### config.mk
export PLATFORM = sky130hd
export DESIGN_NAME = magic_square_check
export DESIGN_NICKNAME = d
export VERILOG_FILES = /design/src/sv/msc_pkg.sv /design/src/sv/msc_ram.sv /design/src/sv/magic_square_check.sv
export SDC_FILE = /design/constraint.sdc
export NUM_CORES = 1
export LEC_CHECK = 0
export BUFFER_PORTS_ARGS = -buffer_cell sky130_fd_sc_hd__buf_2
export CORE_MARGIN = 2
export CORE_UTILIZATION = 55
export CTS_CLUSTER_SIZE = 30
export DETAILED_ROUTE_END_ITERATION = 16
export HOLD_SLACK_MARGIN = 0.05
export PLACE_DENSITY = 0.71
export RECOVER_POWER = 25
export SLEW_MARGIN = 20
export SYNTH_ARGS = -nofsm -noshare
export SYNTH_HDL_FRONTEND = slang
export SYNTH_SLANG_ARGS = --single-unit
export TNS_END_PERCENT = 30
### constraint.sdc
create_clock -name aclk -period 5.65 [get_ports aclk]
set_input_delay 0.565 -clock aclk [delete_from_list [all_inputs] [get_ports aclk]]
set_output_delay 0.565 -clock aclk [all_outputs]
set_load 0.005 [all_outputs]
### src/sv/msc_pkg.sv
// Package with shared constants and types for the magic square checker.
`default_nettype none

package msc_pkg;

    localparam int DEF_MAX_ORDER   = 16;
    localparam int DEF_VALUE_WIDTH = 16;
    localparam int ORDER_WIDTH     = 5;
    localparam int ORDER_RESET     = 3;
    localparam int SUM_OUT_WIDTH   = 20;

    // Position flags of one element within its matrix.
    typedef struct packed {
        logic first_col;
        logic first_row;
        logic last_col;
        logic last_row;
        logic on_main;
        logic on_anti;
    } pos_flags_t;

endpackage

`default_nettype wire

### src/sv/msc_ram.sv
// Generic single-write, single-read RAM with registered read data.
`default_nettype none

module msc_ram #(
    parameter int WIDTH = 20,
    parameter int DEPTH = 16
) (
    input  wire logic                                 aclk,
    input  wire logic                                 wr_en,
    input  wire logic [(DEPTH > 1 ? $clog2(DEPTH) : 1)-1:0] wr_addr,
    input  wire logic [WIDTH-1:0]                     wr_data,
    input  wire logic                                 rd_en,
    input  wire logic [(DEPTH > 1 ? $clog2(DEPTH) : 1)-1:0] rd_addr,
    output logic      [WIDTH-1:0]                     rd_data
);

    logic [WIDTH-1:0] mem [DEPTH];

    always_ff @(posedge aclk) begin
        if (wr_en) begin
            mem[wr_addr] <= wr_data;
        end
        if (rd_en) begin
            rd_data <= mem[rd_addr];
        end
    end

endmodule

`default_nettype wire

### src/sv/magic_square_check.sv
// Magic square checker: one element per cycle, one verdict per matrix.
// Throughput: one element per cycle; the column-sum RAM read-modify-write
// spans two stages with forwarding between them.
// The last element passes through stage 1 into the output register, which holds the
// verdict. A full output register stalls only the last element.
// Reset: synchronous, active low; order returns to 3, position to (0,0).
// The column-sum RAM needs no clearing pass; the first row writes it.
`default_nettype none

module magic_square_check #(
    parameter int MAX_ORDER   = msc_pkg::DEF_MAX_ORDER,
    parameter int VALUE_WIDTH = msc_pkg::DEF_VALUE_WIDTH
) (
    input  wire logic                                   aclk,
    input  wire logic                                   aresetn,
    input  wire logic                                   cfg_wr_en,
    input  wire logic [msc_pkg::ORDER_WIDTH-1:0]        cfg_wr_data,
    input  wire logic                                   s_valid,
    output logic                                        s_ready,
    input  wire logic signed [VALUE_WIDTH-1:0]          s_element_value,
    output logic                                        m_valid,
    input  wire logic                                   m_ready,
    output logic                                        m_is_magic,
    output logic signed [msc_pkg::SUM_OUT_WIDTH-1:0]    m_magic_sum
);

    import msc_pkg::*;

    localparam int IDX_W = (MAX_ORDER > 1) ? $clog2(MAX_ORDER) : 1;
    localparam int ACC_W = VALUE_WIDTH + ((MAX_ORDER > 1) ? $clog2(MAX_ORDER) : 0);
    localparam int CNT_W = ($clog2(MAX_ORDER + 1) > ORDER_WIDTH) ?
                           $clog2(MAX_ORDER + 1) : ORDER_WIDTH;
    localparam int EXT_W = (ACC_W > SUM_OUT_WIDTH) ? ACC_W : SUM_OUT_WIDTH;

    // Configuration and position.
    logic [ORDER_WIDTH-1:0] order_reg;
    logic [IDX_W-1:0]       row_reg, row_next;
    logic [IDX_W-1:0]       col_reg, col_next;

    logic [CNT_W-1:0] order_ext, order_eff, order_m1;
    logic [IDX_W-1:0] last_idx;
    pos_flags_t       pos_flags;

    always_comb begin
        order_ext = CNT_W'(order_reg);
        if (order_ext == '0) begin
            order_eff = CNT_W'(1);
        end else if (order_ext > CNT_W'(MAX_ORDER)) begin
            order_eff = CNT_W'(MAX_ORDER);
        end else begin
            order_eff = order_ext;
        end
        order_m1 = order_eff - CNT_W'(1);
        last_idx = order_m1[IDX_W-1:0];

        pos_flags.first_col = (col_reg == '0);
        pos_flags.first_row = (row_reg == '0);
        pos_flags.last_col  = (col_reg == last_idx);
        pos_flags.last_row  = (row_reg == last_idx);
        pos_flags.on_main   = (row_reg == col_reg);
        pos_flags.on_anti   = (col_reg == last_idx - row_reg);
    end

    // Stage 1 registers.
    logic                    s1_valid_reg, s1_valid_next;
    pos_flags_t              s1_flags_reg;
    logic [IDX_W-1:0]        s1_col_reg;
    logic signed [ACC_W-1:0] s1_value_reg;
    logic                    fwd_reg;
    logic signed [ACC_W-1:0] fwd_data_reg;

    // Accumulators.
    logic signed [ACC_W-1:0] row_sum_reg, row_sum_next;
    logic signed [ACC_W-1:0] target_reg, target_next;
    logic signed [ACC_W-1:0] main_sum_reg, main_sum_next;
    logic signed [ACC_W-1:0] anti_sum_reg, anti_sum_next;
    logic                    mismatch_reg, mismatch_next;

    // Output register.
    logic                              m_valid_reg, m_valid_next;
    logic                              m_is_magic_reg;
    logic signed [SUM_OUT_WIDTH-1:0]   m_magic_sum_reg;

    logic s_accept, s1_fire, s1_last;

    logic signed [ACC_W-1:0] ram_rdata;
    logic signed [ACC_W-1:0] col_old, col_new;
    logic signed [ACC_W-1:0] main_base, anti_base;
    logic                    mismatch_base;
    logic signed [EXT_W-1:0] target_ext;

    assign s1_last  = s1_flags_reg.last_col && s1_flags_reg.last_row;
    assign s1_fire  = s1_valid_reg && (!s1_last || !m_valid_reg || m_ready);
    assign s_ready  = !s1_valid_reg || s1_fire;
    assign s_accept = s_valid && s_ready;

    msc_ram #(
        .WIDTH(ACC_W),
        .DEPTH(MAX_ORDER)
    ) u_col_ram (
        .aclk    (aclk),
        .wr_en   (s1_fire),
        .wr_addr (s1_col_reg),
        .wr_data (col_new),
        .rd_en   (s_accept),
        .rd_addr (col_reg),
        .rd_data (ram_rdata)
    );

    always_comb begin
        col_old = fwd_reg ? fwd_data_reg : ram_rdata;
        col_new = s1_flags_reg.first_row ? s1_value_reg : col_old + s1_value_reg;

        row_sum_next = s1_flags_reg.first_col ? s1_value_reg : row_sum_reg + s1_value_reg;

        // Element (0,0) opens a new matrix and restarts the diagonals and the mismatch flag.
        main_base     = (s1_flags_reg.first_col && s1_flags_reg.first_row) ? '0 : main_sum_reg;
        anti_base     = (s1_flags_reg.first_col && s1_flags_reg.first_row) ? '0 : anti_sum_reg;
        mismatch_base = (s1_flags_reg.first_col && s1_flags_reg.first_row) ? 1'b0 : mismatch_reg;

        main_sum_next = s1_flags_reg.on_main ? main_base + s1_value_reg : main_base;
        anti_sum_next = s1_flags_reg.on_anti ? anti_base + s1_value_reg : anti_base;

        target_next = (s1_flags_reg.last_col && s1_flags_reg.first_row) ?
                      row_sum_next : target_reg;

        mismatch_next = mismatch_base;
        if (s1_flags_reg.last_col && !s1_flags_reg.first_row && row_sum_next != target_reg) begin
            mismatch_next = 1'b1;
        end
        if (s1_flags_reg.last_row && col_new != target_next) begin
            mismatch_next = 1'b1;
        end
        if (s1_last && (main_sum_next != target_next || anti_sum_next != target_next)) begin
            mismatch_next = 1'b1;
        end

        target_ext = EXT_W'(target_next);

        s1_valid_next = s_accept ? 1'b1 : (s1_fire ? 1'b0 : s1_valid_reg);

        m_valid_next = m_valid_reg && !m_ready;
        if (s1_fire && s1_last) begin
            m_valid_next = 1'b1;
        end

        row_next = row_reg;
        col_next = col_reg;
        if (pos_flags.last_col) begin
            col_next = '0;
            row_next = pos_flags.last_row ? '0 : row_reg + IDX_W'(1);
        end else begin
            col_next = col_reg + IDX_W'(1);
        end
    end

    // Control state.
    always_ff @(posedge aclk) begin
        if (!aresetn) begin
            order_reg    <= ORDER_WIDTH'(ORDER_RESET);
            row_reg      <= '0;
            col_reg      <= '0;
            s1_valid_reg <= 1'b0;
            m_valid_reg  <= 1'b0;
        end else begin
            s1_valid_reg <= s1_valid_next;
            m_valid_reg  <= m_valid_next;
            if (cfg_wr_en) begin
                order_reg <= cfg_wr_data;
                row_reg   <= '0;
                col_reg   <= '0;
            end else if (s_accept) begin
                row_reg <= row_next;
                col_reg <= col_next;
            end
        end
    end

    // Payload and accumulators.
    always_ff @(posedge aclk) begin
        if (s_accept) begin
            s1_flags_reg <= pos_flags;
            s1_col_reg   <= col_reg;
            s1_value_reg <= ACC_W'(s_element_value);
            // The column written this cycle is the one being read: take the new sum.
            fwd_reg      <= s1_fire && (s1_col_reg == col_reg);
            fwd_data_reg <= col_new;
        end
        if (s1_fire) begin
            row_sum_reg  <= row_sum_next;
            target_reg   <= target_next;
            main_sum_reg <= main_sum_next;
            anti_sum_reg <= anti_sum_next;
            mismatch_reg <= mismatch_next;
            if (s1_last) begin
                m_is_magic_reg  <= !mismatch_next;
                m_magic_sum_reg <= target_ext[SUM_OUT_WIDTH-1:0];
            end
        end
    end

    assign m_valid     = m_valid_reg;
    assign m_is_magic  = m_is_magic_reg;
    assign m_magic_sum = m_magic_sum_reg;

endmodule

`default_nettype wire

==> results of run 1 <==
## worst reg2reg max path: stages (launching register included)
cell and delay, ns:
edfxtp_1 0.43, nand2_4 0.20, and2_0 0.19, ha_1 0.19, inv_1 0.06, fa_1 0.44, nor2b_1 0.13, o21ai_0 0.16
a2111oi_4 0.52, o21ai_2 0.23, a2111oi_2 0.54, o21a_1 0.21, o31ai_2 0.08, or4_1 0.41, a221oi_1 0.33, o2111ai_1 0.28
nor4_2 0.33, nor2_1 0.09
## per-stage QoR
| stage | power [mW] | instance area [um2] | hold slack, ns |
|---|---|---|---|
| 6_report | 8.95 | 28600 | 0.126 |
| 5_1_grt | 9.27 | 28600 | 0.112 |
| 4_1_cts | 8.98 | 28600 | 0.0989 |
| 3_5_place_dp | 5.71 | 27000 | 0.533 |
| 3_3_place_gp | 5.67 | 27000 | 0.508 |
| 2_1_floorplan | 5.37 | 26000 | 0.406 |
## synth_stat cells (all sizes together) (10+ instances only)
cell type | count | area share (%)
buf | 33 | 0.67
dfxtp | 15 | 1.2
nor3 | 39 | 0.75
nor4 | 14 | 0.36
nand3 | 41 | 0.79
o21a | 18 | 0.52
nand4 | 16 | 0.39
and2 | 33 | 0.79
or2 | 10 | 0.24
mux2i | 35 | 1.3
and3 | 16 | 0.40
clkbuf | 67 | 0.97
o22ai | 15 | 0.36
nand2 | 125 | 1.8
or3 | 18 | 0.43
edfxtp | 489 | 56
nor3b | 12 | 0.35
a31oi | 25 | 0.63
nand2b | 21 | 0.51
a21boi | 12 | 0.42
xnor2 | 71 | 2.4
mux2 | 33 | 1.4
mux4 | 101 | 8.8
nor2b | 14 | 0.34
a211oi | 20 | 0.60
inv | 65 | 0.94
nor2 | 104 | 1.5
xor2 | 44 | 1.5
o211ai | 21 | 0.63
o21ai | 73 | 1.4
ha | 66 | 3.2
a21oi | 65 | 1.3
a21o | 18 | 0.52
o31ai | 13 | 0.39
maj3 | 10 | 0.39
## cell type report
| cell class | count | share of cell area [%] |
|---|---|---|
| clock buffer | 62 | 4.83 |
| clock inverter | 28 | 0.827 |
| inverter | 66 | 0.871 |
| multi-input combinational | 1244 | 36.7 |
| sequential | 504 | 52.4 |
| tap | 607 | 2.66 |
| timing repair buffer | 88 | 1.72 |
## path summary, 6_finish.rpt
kind,cells past startpoint,endpoint,slack (ns),from
setup / recovery,17,mismatch_reg,0.59,s1_flags_reg[5]
hold / removal,1,s1_value_reg[5],0.13,s_element_value[5]
setup reg to reg,17,mismatch_reg,0.59,s1_flags_reg[5]
hold reg to reg,2,s1_valid_reg,0.54,s1_valid_reg
## cells by family (layout without fill, tap and decap cells)
family / count (synthesis) / after routing / synth area share (%)
and+or+nand+nor: 491 / 491 / 9.64
muxes: 169 / 169 / 11.5
xor gates and xnor gates: 117 / 117 / 4.05
DFF: 504 / 504 / 57.6
AOI/OAI and AO/OA: 386 / 386 / 10.6
buffers and inverters: 166 / 244 / 2.59
adders and majority gates: 81 / 81 / 3.96
## cells in the final DEF, fill, tap and decap left out, types with 35 or more instances in the layout
master,count
nand3_1,41
buf_2,39
inv_1,64
o21ai_0,63
nor2_1,91
a21oi_1,65
mux2i_1,35
xnor2_1,71
nand2_1,124
clkbuf_16,53
edfxtp_1,489
nor3_1,38
mux4_2,101
ha_1,66
xor2_1,44
## where the power goes
part	switching, mW	total (mW)	leakage (nW)	internal, mW
Sequential	0.0942	4.37	4.62	4.27
Combinational	0.790	1.29	4.30	0.504
Clock	1.45	3.29	0.785	1.83
Total	2.34	8.95	9.71	6.61
## routing by layer
metal | up-vias | wire length, um | global-route usage (%)
li1 | 7596 | - | -
met1 | 8362 | 24800 | 32.6
met2 | 540 | 30800 | 42.9
met3 | 133 | 3230 | 3.00
met4 | 0 | 2540 | 10.8
met5 | - | 0 | 0
==> metrics.txt, run 1 <==
# fillers 3476; port bufs 48; worst-case vdd ir drop 0.288 mV; total grt overflow 0; ANT nets after route 0; mean number of vias per cell 6.40; fmax 197 MHz; count of final setup violators 0; crit path DAT 5.42 ns; CP max stage delay 0.54 ns; Worst-Skew Late Latency 0.63 ns; CTS root buf clkbuf_16; syn avg cell area 13.6 um2; slew margin rel. -77.3%; Largest register FFs 320; CORE AREA 46600 um2; WL final 61.4 mm; Reg with most FFs u_col_ram.mem; Nets 2052; CP top delay family compound AO/OA/AOI/OAI gates; largest net degree at the start of global routing 62; ys flop type edfxtp_1; Final Hold Fails 0; Post-Layout Cell Count 2599; worst min path class input port to register; post-CTS setup buffers 0; drt drc 0; worst-path cell chain nand2_4, and2_0, ha_1, inv_1, fa_1, nor2b_1, o21ai_0, a2111oi_4, o21ai_2, a2111oi_2, o21a_1, o31ai_2, or4_1, a221oi_1, o2111ai_1, nor4_2, nor2_1; critical path's slowest cell a2111oi_2; post-layout min period 5.06 ns; Static Leak 9.71 nW; synth warn 0; share of layout cells above drive strength 1 17.1%; Num CTS Buffers 51; Multi-input gate area 10500 um2; violated checks capacitance limit, slew limit; CTS Buffer Depth 3; CP max FO 16; DRT Pass-1 Iters 5; total nets after synthesis 2011; CTS Sinks 504; Post-Syn Instances 1914; All-Layer GR Usage 25.1%; # hold bufs at CTS 0; Yosys reg bits 504; post-placement cell count 2509; Final TNS setup 0 ns; register area share after synthesis 57.6%; post-synth cell types 102; status finished with violations; # diodes 0; GP Congestion 0.881; Max Cap Viol 10; via count 16600; first-pass GRT wire length 95.0 mm; worst slack at placement 0.591 ns; number of flops mapped to enable cells by yosys 489; CTS tree yes; initial antenna violation count 0; Starting Density 55.8%; Async S/R FF share, synth 0%; period utilization 89.6%; Worst EP required 6.00 ns; Die Span Y 221 um; Reg area 15000 um2; Final Core Density 61.4%; Synth-to-Final Area Change 10.0%; Startpoint Class register; vias in the first global route 16500; Fin Clk Skew 0.0414 ns; CTS clk-pin slew, worst paths 0.07 ns; Bufs and invs on worst path 1; crit path kind register to register; Initial DRC Count 1454; I/O pin cnt 49; Pwr per Cell Area 313 nW/um2; H-tree depth 2; Worst Setup End Kind register; Final WS setup 0.586 ns; CTS resizes 0; Die W 221 um; num rows 79; Total Die Area 49000 um2; detailed-placement wirelength estimate 39.2 mm; RSZ-0062 raised after global routing no; Syn Std Cell Area 26000 um2; Least-Margin Pin Slew 2.66 ns; Max Slew Vio Count 271; Routed WL per cell 23.6 um
No activity file was read; power rests on OpenSTA's default activity.
==> run 2, diff against run 1 <==
--- a/config.mk
+++ b/config.mk
@@ -6,12 +6,12 @@
 export NUM_CORES = 1
 export LEC_CHECK = 0
 export BUFFER_PORTS_ARGS = -buffer_cell sky130_fd_sc_hd__buf_2
+export CORE_ASPECT_RATIO = 1.4
 export CORE_MARGIN = 2
-export CORE_UTILIZATION = 55
+export CORE_UTILIZATION = 35
 export CTS_CLUSTER_SIZE = 30
 export DETAILED_ROUTE_END_ITERATION = 16
 export HOLD_SLACK_MARGIN = 0.05
-export PLACE_DENSITY = 0.71
 export RECOVER_POWER = 25
 export SLEW_MARGIN = 20
 export SYNTH_ARGS = -nofsm -noshare
==> constraint.sdc (replaced) <==
create_clock -name aclk -period 4.2 [get_ports aclk]
set_input_delay 0.42 -clock aclk [delete_from_list [all_inputs] [get_ports aclk]]
set_output_delay 0.42 -clock aclk [all_outputs]
set_load 0.005 [all_outputs]
==> run 2 against run 1 <==
Compared with the run above:
- the run ends with capacitance limit, slew limit, setup timing left
- setup slack worse by 0.88 ns
- cell count is 22% higher
- power is 41% higher
- core utilization is 19 points lower
- first-iteration DRC count is 2.1% lower
- via count is 4.6% higher
- largest cell class unchanged
==> metrics.txt, run 2 (same netlist as run 1, synthesis figures left out) <==
CTS root buf clkbuf_16; Final Core Density 42.0% (-19 points); DRT Pass-1 Iters 7 (+2); share of layout cells above drive strength 1 26.3% (+9.2 points); reg2reg setup slack -0.29 ns (-0.88 ns); Max Slew Vio Count 145 (-46%); Max Cap Viol 3 (-7); Hold Path End s1_valid_reg; crit path kind register to register; CP max stage delay 0.60 ns (+0.06 ns); I/O pin cnt 49 (unchanged); # fillers 6763 (+95%); Least-Margin Pin Slew 2.72 ns (+0.0578 ns); Reg with most FFs u_col_ram.mem; Routed WL per cell 22.1 um (-6.5%); All-Layer GR Usage 18.3% (-6.8 points); slew margin rel. -81.2% (-3.9 points); ANT nets after route 0 (unchanged); cell mode on critical path buf_4; Startpoint Class register; Die W 234 um (+5.8%); worst min path class input port to register; count of final setup violators 2 (+2); Initial DRC Count 1424 (-2.1%); initial antenna violation count 0 (unchanged); Final Hold Fails 0 (unchanged); period utilization 107% (+17 points); total grt overflow 0 (unchanged); largest net degree at the start of global routing 89 (+44%); CTS clk-pin slew, worst paths 0.07 ns (about the same); post-layout min period 4.49 ns (-0.569 ns); worst reg2reg startpoint s1_flags_reg[5]; mean number of vias per cell 5.48 (-14%); Static Leak 10.9 nW (+12%); RSZ-0062 raised after global routing yes; CTS Buffer Depth 3 (unchanged); reg2reg end mismatch_reg; port bufs 48 (unchanged); CP max FO 33 (+17); Reg area 15000 um2 (about the same); Worst EP required 4.56 ns (-1.44 ns); Synth-to-Final Area Change 19.3%; GP Congestion 0.914 (+3.7%); power consumption 12.6 mW (+41%); detailed-placement wirelength estimate 48.2 mm (+23%); Num CTS Buffers 49 (-3.9%); Worst Setup End Kind register; R2R depth 16 (-1); fin area 31000 um2 (+8.5%); Pwr per Cell Area 407 nW/um2 (+30%); num rows 118 (+49%); # diodes 0 (unchanged); Fin Clk Skew 0.0135 ns (-0.0279 ns); Worst-Skew Late Latency 0.61 ns (-0.02 ns); violated checks capacitance limit, slew limit, setup timing; status finished with violations; WL final 70.1 mm (+14%); worst-case vdd ir drop 0.289 mV (+0.53%); via count 17400 (+4.6%); Total Die Area 76500 um2 (+56%); Nets 2273 (+11%); first-pass GRT wire length 106 mm (+12%); post-placement cell area 29000 um2 (+7.2%); CTS tree yes; Worst Hold Depth 3 (+2); worst-path cell chain buf_4, buf_4, buf_8, and2_1, buf_4, nor4_1, o41ai_1, buf_4, o21ai_0, o21a_1, o31ai_4, or4_4, a221oi_2, o2111ai_2, nor4_2, nor2_1; Final WS setup -0.294 ns (-0.881 ns); Die Span Y 326 um (+47%); crit path DAT 4.85 ns (-0.57 ns); vias in the first global route 17800 (+7.5%); CTS Sinks 504 (unchanged); Starting Density 35.2% (-21 points); CORE AREA 73800 um2 (+59%); commonest non-fill, non-tap cell in the layout edfxtp_1; hold path start s_valid; most frequent cells in the layout edfxtp_1 (489), buf_4 (230), nand2_1 (123); Largest register FFs 320 (unchanged); H-tree depth 2 (unchanged); drt drc 0 (unchanged); critical path's slowest cell nor4_1; fmax 223 MHz (+13%); Multi-input gate area 10600 um2 (+0.60%)
run 2: layout make-up:
class                      instances  share of cell area (%)
timing repair buffer             311                    7.57
sequential                       504                    48.3
multi-input combinational       1244                    34.0
tap                              960                    3.87
clock inverter                    32                    1.31
clock buffer                      57                    4.08
inverter                          66                   0.815
run 2: timing repair:
action	CTS	global route
buffers inserted	3	7
endpoints found under the hold margin	18	0
hold buffers	20	0
gates resized for setup	11	21
setup endpoints to repair	2	36
pin swaps	11	13
run 2: worst max-delay path by stage:
stage                         start      endpoint  slack [ns]  depth (start not counted)
floorplan           s1_flags_reg[4]  mismatch_reg       -0.51                         23
global placement    s1_flags_reg[4]  mismatch_reg       -0.35                         20
detailed placement  s1_flags_reg[4]  mismatch_reg       -0.40                         20
CTS                 s1_flags_reg[5]  mismatch_reg       -0.25                         19
global route        s1_flags_reg[5]  mismatch_reg       -0.45                         19
finish              s1_flags_reg[5]  mismatch_reg       -0.29                         16
run 2: metrics by stage:
step | std cells | setup WS (ns) | hold WS, ns | setup TNS [ns]
2_1_floorplan | 1914 | -0.512 | 0.406 | -0.950
3_3_place_gp | 3055 | -0.345 | 0.484 | -1.94
3_5_place_dp | 3055 | -0.403 | 0.502 | -0.768
4_1_cts | 3167 | -0.255 | 0.0526 | -0.481
5_1_grt | 3174 | -0.452 | 0.0929 | -2.84
6_report | 3174 | -0.294 | 0.0826 | -0.555
run 2: worst max-delay path, delay by kind of cell, from the launching register on:
family | cells | cell delay, ns
AO/OA/AOI/OAI | 6 | 1.17
buffers and inverters | 5 | 0.96
flip-flops | 1 | 0.45
AND/OR/NAND/NOR | 5 | 1.64
run 2: routing by layer:
| metal | share of wire [%] | wire, um | up-vias | GRT usage (%) |
|---|---|---|---|---|
| li1 | - | - | 8042 | - |
| met1 | 38 | 26700 | 8816 | 21.0 |
| met2 | 55 | 38200 | 409 | 34.2 |
| met3 | 3.3 | 2330 | 135 | 2.23 |
| met4 | 4.1 | 2850 | 0 | 7.31 |
| met5 | 0 | 0 | - | 0 |
run 2: report_power, final:
group | switching (mW) | internal [mW]
clock network | 1.96 | 2.67
registers | 0.103 | 5.74
logic | 1.22 | 0.940
total | 3.28 | 9.35
==> run 3, diff against run 2 <==
--- a/config.mk
+++ b/config.mk
@@ -12,6 +12,7 @@
 export CTS_CLUSTER_SIZE = 30
 export DETAILED_ROUTE_END_ITERATION = 16
 export HOLD_SLACK_MARGIN = 0.05
+export MAX_ROUTING_LAYER = met4
 export RECOVER_POWER = 25
 export SLEW_MARGIN = 20
 export SYNTH_ARGS = -nofsm -noshare
==> run 3 against run 2 <==
Compared with the run above:
- the run still ends with capacitance limit, slew limit, setup timing left
- non-clock buffer count is 2 lower
- cell area hardly changed
- critical path depth is 3 higher
- power is 1.7% lower
- worst hold slack better by 0.011 ns
- count of clock-buffer cells in the layout is 2 lower
- clock power is 5.4% lower
- combinational power is 2% higher
- die area stayed put
- highest routed layer unchanged
==> metrics.txt, run 3 (same netlist as run 1, synthesis figures left out) <==
most frequent cells in the layout edfxtp_1 (489), buf_4 (227), nand2_1 (123); Nets 2271 (-0.088%); worst min path class input port to register; Worst Hold Depth 3 (unchanged); Reg area 15000 um2 (about the same); WL final 70.2 mm (about the same); Synth-to-Final Area Change 19.3% (about the same); Num CTS Buffers 49 (unchanged); Post-Layout Cell Count 3170 (-0.13%); port bufs 48 (unchanged); GP Congestion 0.937 (+2.6%); slew margin rel. -77.0% (+4.1 points); Pwr per Cell Area 401 nW/um2 (-1.6%); Max Cap Viol 4 (+1); post-placement cell area 28900 um2 (about the same); crit path kind register to register; largest net degree at the start of global routing 89 (unchanged); crit path DAT 4.78 ns (-0.07 ns); Final Hold Fails 0 (unchanged); Startpoint Class register; Worst EP required 4.56 ns (about the same); drt drc 0 (unchanged); Reg with most FFs u_col_ram.mem; final hold slack 0.0940 ns (+0.0114 ns); CTS Buffer Depth 3 (unchanged); vias in the first global route 18000 (+1.4%); Max Slew Vio Count 234 (+61%); reg2reg end mismatch_reg; worst reg2reg startpoint s1_flags_reg[5]; RSZ-0062 raised after global routing yes; reg2reg setup slack -0.22 ns (+0.07 ns); via count 17500 (+0.29%); share of layout cells above drive strength 1 25.8% (-0.44 points); Worst-Skew Late Latency 0.61 ns (about the same); All-Layer GR Usage 19.0% (+0.64 points); CTS clk-pin slew, worst paths 0.07 ns (about the same); CTS root buf clkbuf_16; Worst Setup End Kind register; num rows 118 (unchanged); Die Span Y 326 um (unchanged); Die W 234 um (unchanged); count of final setup violators 2 (unchanged); Final TNS setup -0.373 ns (+0.181 ns); CP max FO 5 (-85%); ANT nets after route 0 (unchanged); commonest non-fill, non-tap cell in the layout edfxtp_1; R2R depth 19 (+3); Final Core Density 42.0% (about the same); Hold Path End s1_valid_reg; Final WS setup -0.220 ns (+0.0747 ns); Starting Density 35.2% (unchanged); Largest register FFs 320 (unchanged); CTS tree yes; post-layout min period 4.42 ns (-0.0747 ns); period utilization 105% (-1.8 points); initial antenna violation count 0 (unchanged); fmax 226 MHz (+1.7%); Routed WL per cell 22.1 um (+0.19%); Initial DRC Count 1366 (-4.1%); I/O pin cnt 49 (unchanged); CTS Sinks 504 (unchanged); # fillers 6709 (-0.80%); first-pass GRT wire length 107 mm (+0.69%); H-tree depth 2 (unchanged); Total Die Area 76500 um2 (unchanged); detailed-placement wirelength estimate 48.2 mm (about the same); DRT Pass-1 Iters 6 (-1); Multi-input gate area 10700 um2 (+1.6%); Fin Clk Skew 0.0231 ns (+0.00962 ns); mean number of vias per cell 5.51 (+0.41%); hold path start s_valid; Static Leak 10.8 nW (-0.41%); Least-Margin Pin Slew 2.66 ns (-0.0620 ns); violated checks capacitance limit, slew limit, setup timing; total grt overflow 0 (unchanged); fin area 31000 um2 (about the same); post-placement cell count 3053 (-0.065%); CP startpoint s1_flags_reg[5]; CORE AREA 73800 um2 (unchanged); worst-case vdd ir drop 0.266 mV (-8.0%); status finished with violations
## run 3: changes by cell type in the layout (fill, tap and decap cells not counted), sizes merged
cell,previous run,this run
buf,281,260
bufinv,8,4
clkbuf,67,85
clkinv,18,23
clkinvlp,7,5
diode,0,1
dlygate4sd3,20,19
## run 3: area by class of cell
| cell class | count | share of cell area, % |
|---|---|---|
| clock buffer | 55 | 4.16 |
| multi-input combinational | 1244 | 34.6 |
| inverter | 66 | 0.815 |
| tap | 960 | 3.87 |
| antenna | 1 | 0.00807 |
| clock inverter | 31 | 0.884 |
| sequential | 504 | 48.3 |
| timing repair buffer | 309 | 7.35 |
## run 3: critical path, cell delays in order (launching register included)
cell and delay, ns:
edfxtp_1 0.43, nand2_4 0.09, buf_6 0.11, and2_4 0.15, ha_4 0.14, inv_2 0.04
fa_2 0.36, a21o_1 0.22, a2111oi_4 0.37, buf_6 0.19, o21ai_4 0.11, a2111oi_4 0.31
buf_4 0.16, o21a_1 0.15, o31ai_4 0.09, or4_4 0.44, a221oi_4 0.27, o2111ai_4 0.17
nor4_4 0.29, nor2_1 0.08
## run 3: per-layer routing
| layer | wire length (um) | GRT usage, % | part of all wire, % |
|---|---|---|---|
| met1 | 26200 | 20.8 | 37 |
| met2 | 38000 | 34.0 | 54 |
| met3 | 2660 | 1.98 | 3.8 |
| met4 | 3290 | 8.89 | 4.7 |
| met5 | 0 | - | 0 |
## run 3: how the worst max path moves through the flow
stage / end / slack [ns] / cells past startpoint
2_1_floorplan: mismatch_reg / -0.51 / 23
3_3_place_gp: mismatch_reg / -0.44 / 21
3_5_place_dp: m_is_magic / -0.46 / 22
4_1_cts: mismatch_reg / -0.20 / 19
5_1_grt: mismatch_reg / -0.37 / 19
6_report: mismatch_reg / -0.22 / 19
## run 3: what timing repair did
item,in CTS,in global routing
setup endpoints to repair,2,19
pin swaps,7,9
hold buffers,19,0
resized for setup,17,40
setup buffers,5,6
endpoints found under the hold margin,18,0
## run 3: power by group
group          switching, mW  internal, mW  leakage [nW]
Clock                   1.93          2.46         0.763
Combinational           1.26         0.946          5.45
Sequential             0.100          5.74          4.62
## run 3: stage by stage
stage	worst slack [ns]	total power, mW
5_1_grt	-0.366	12.9
4_1_cts	-0.199	12.5
3_5_place_dp	-0.457	8.05
3_3_place_gp	-0.439	8.00
6_report	-0.220	12.4
2_1_floorplan	-0.512	7.23
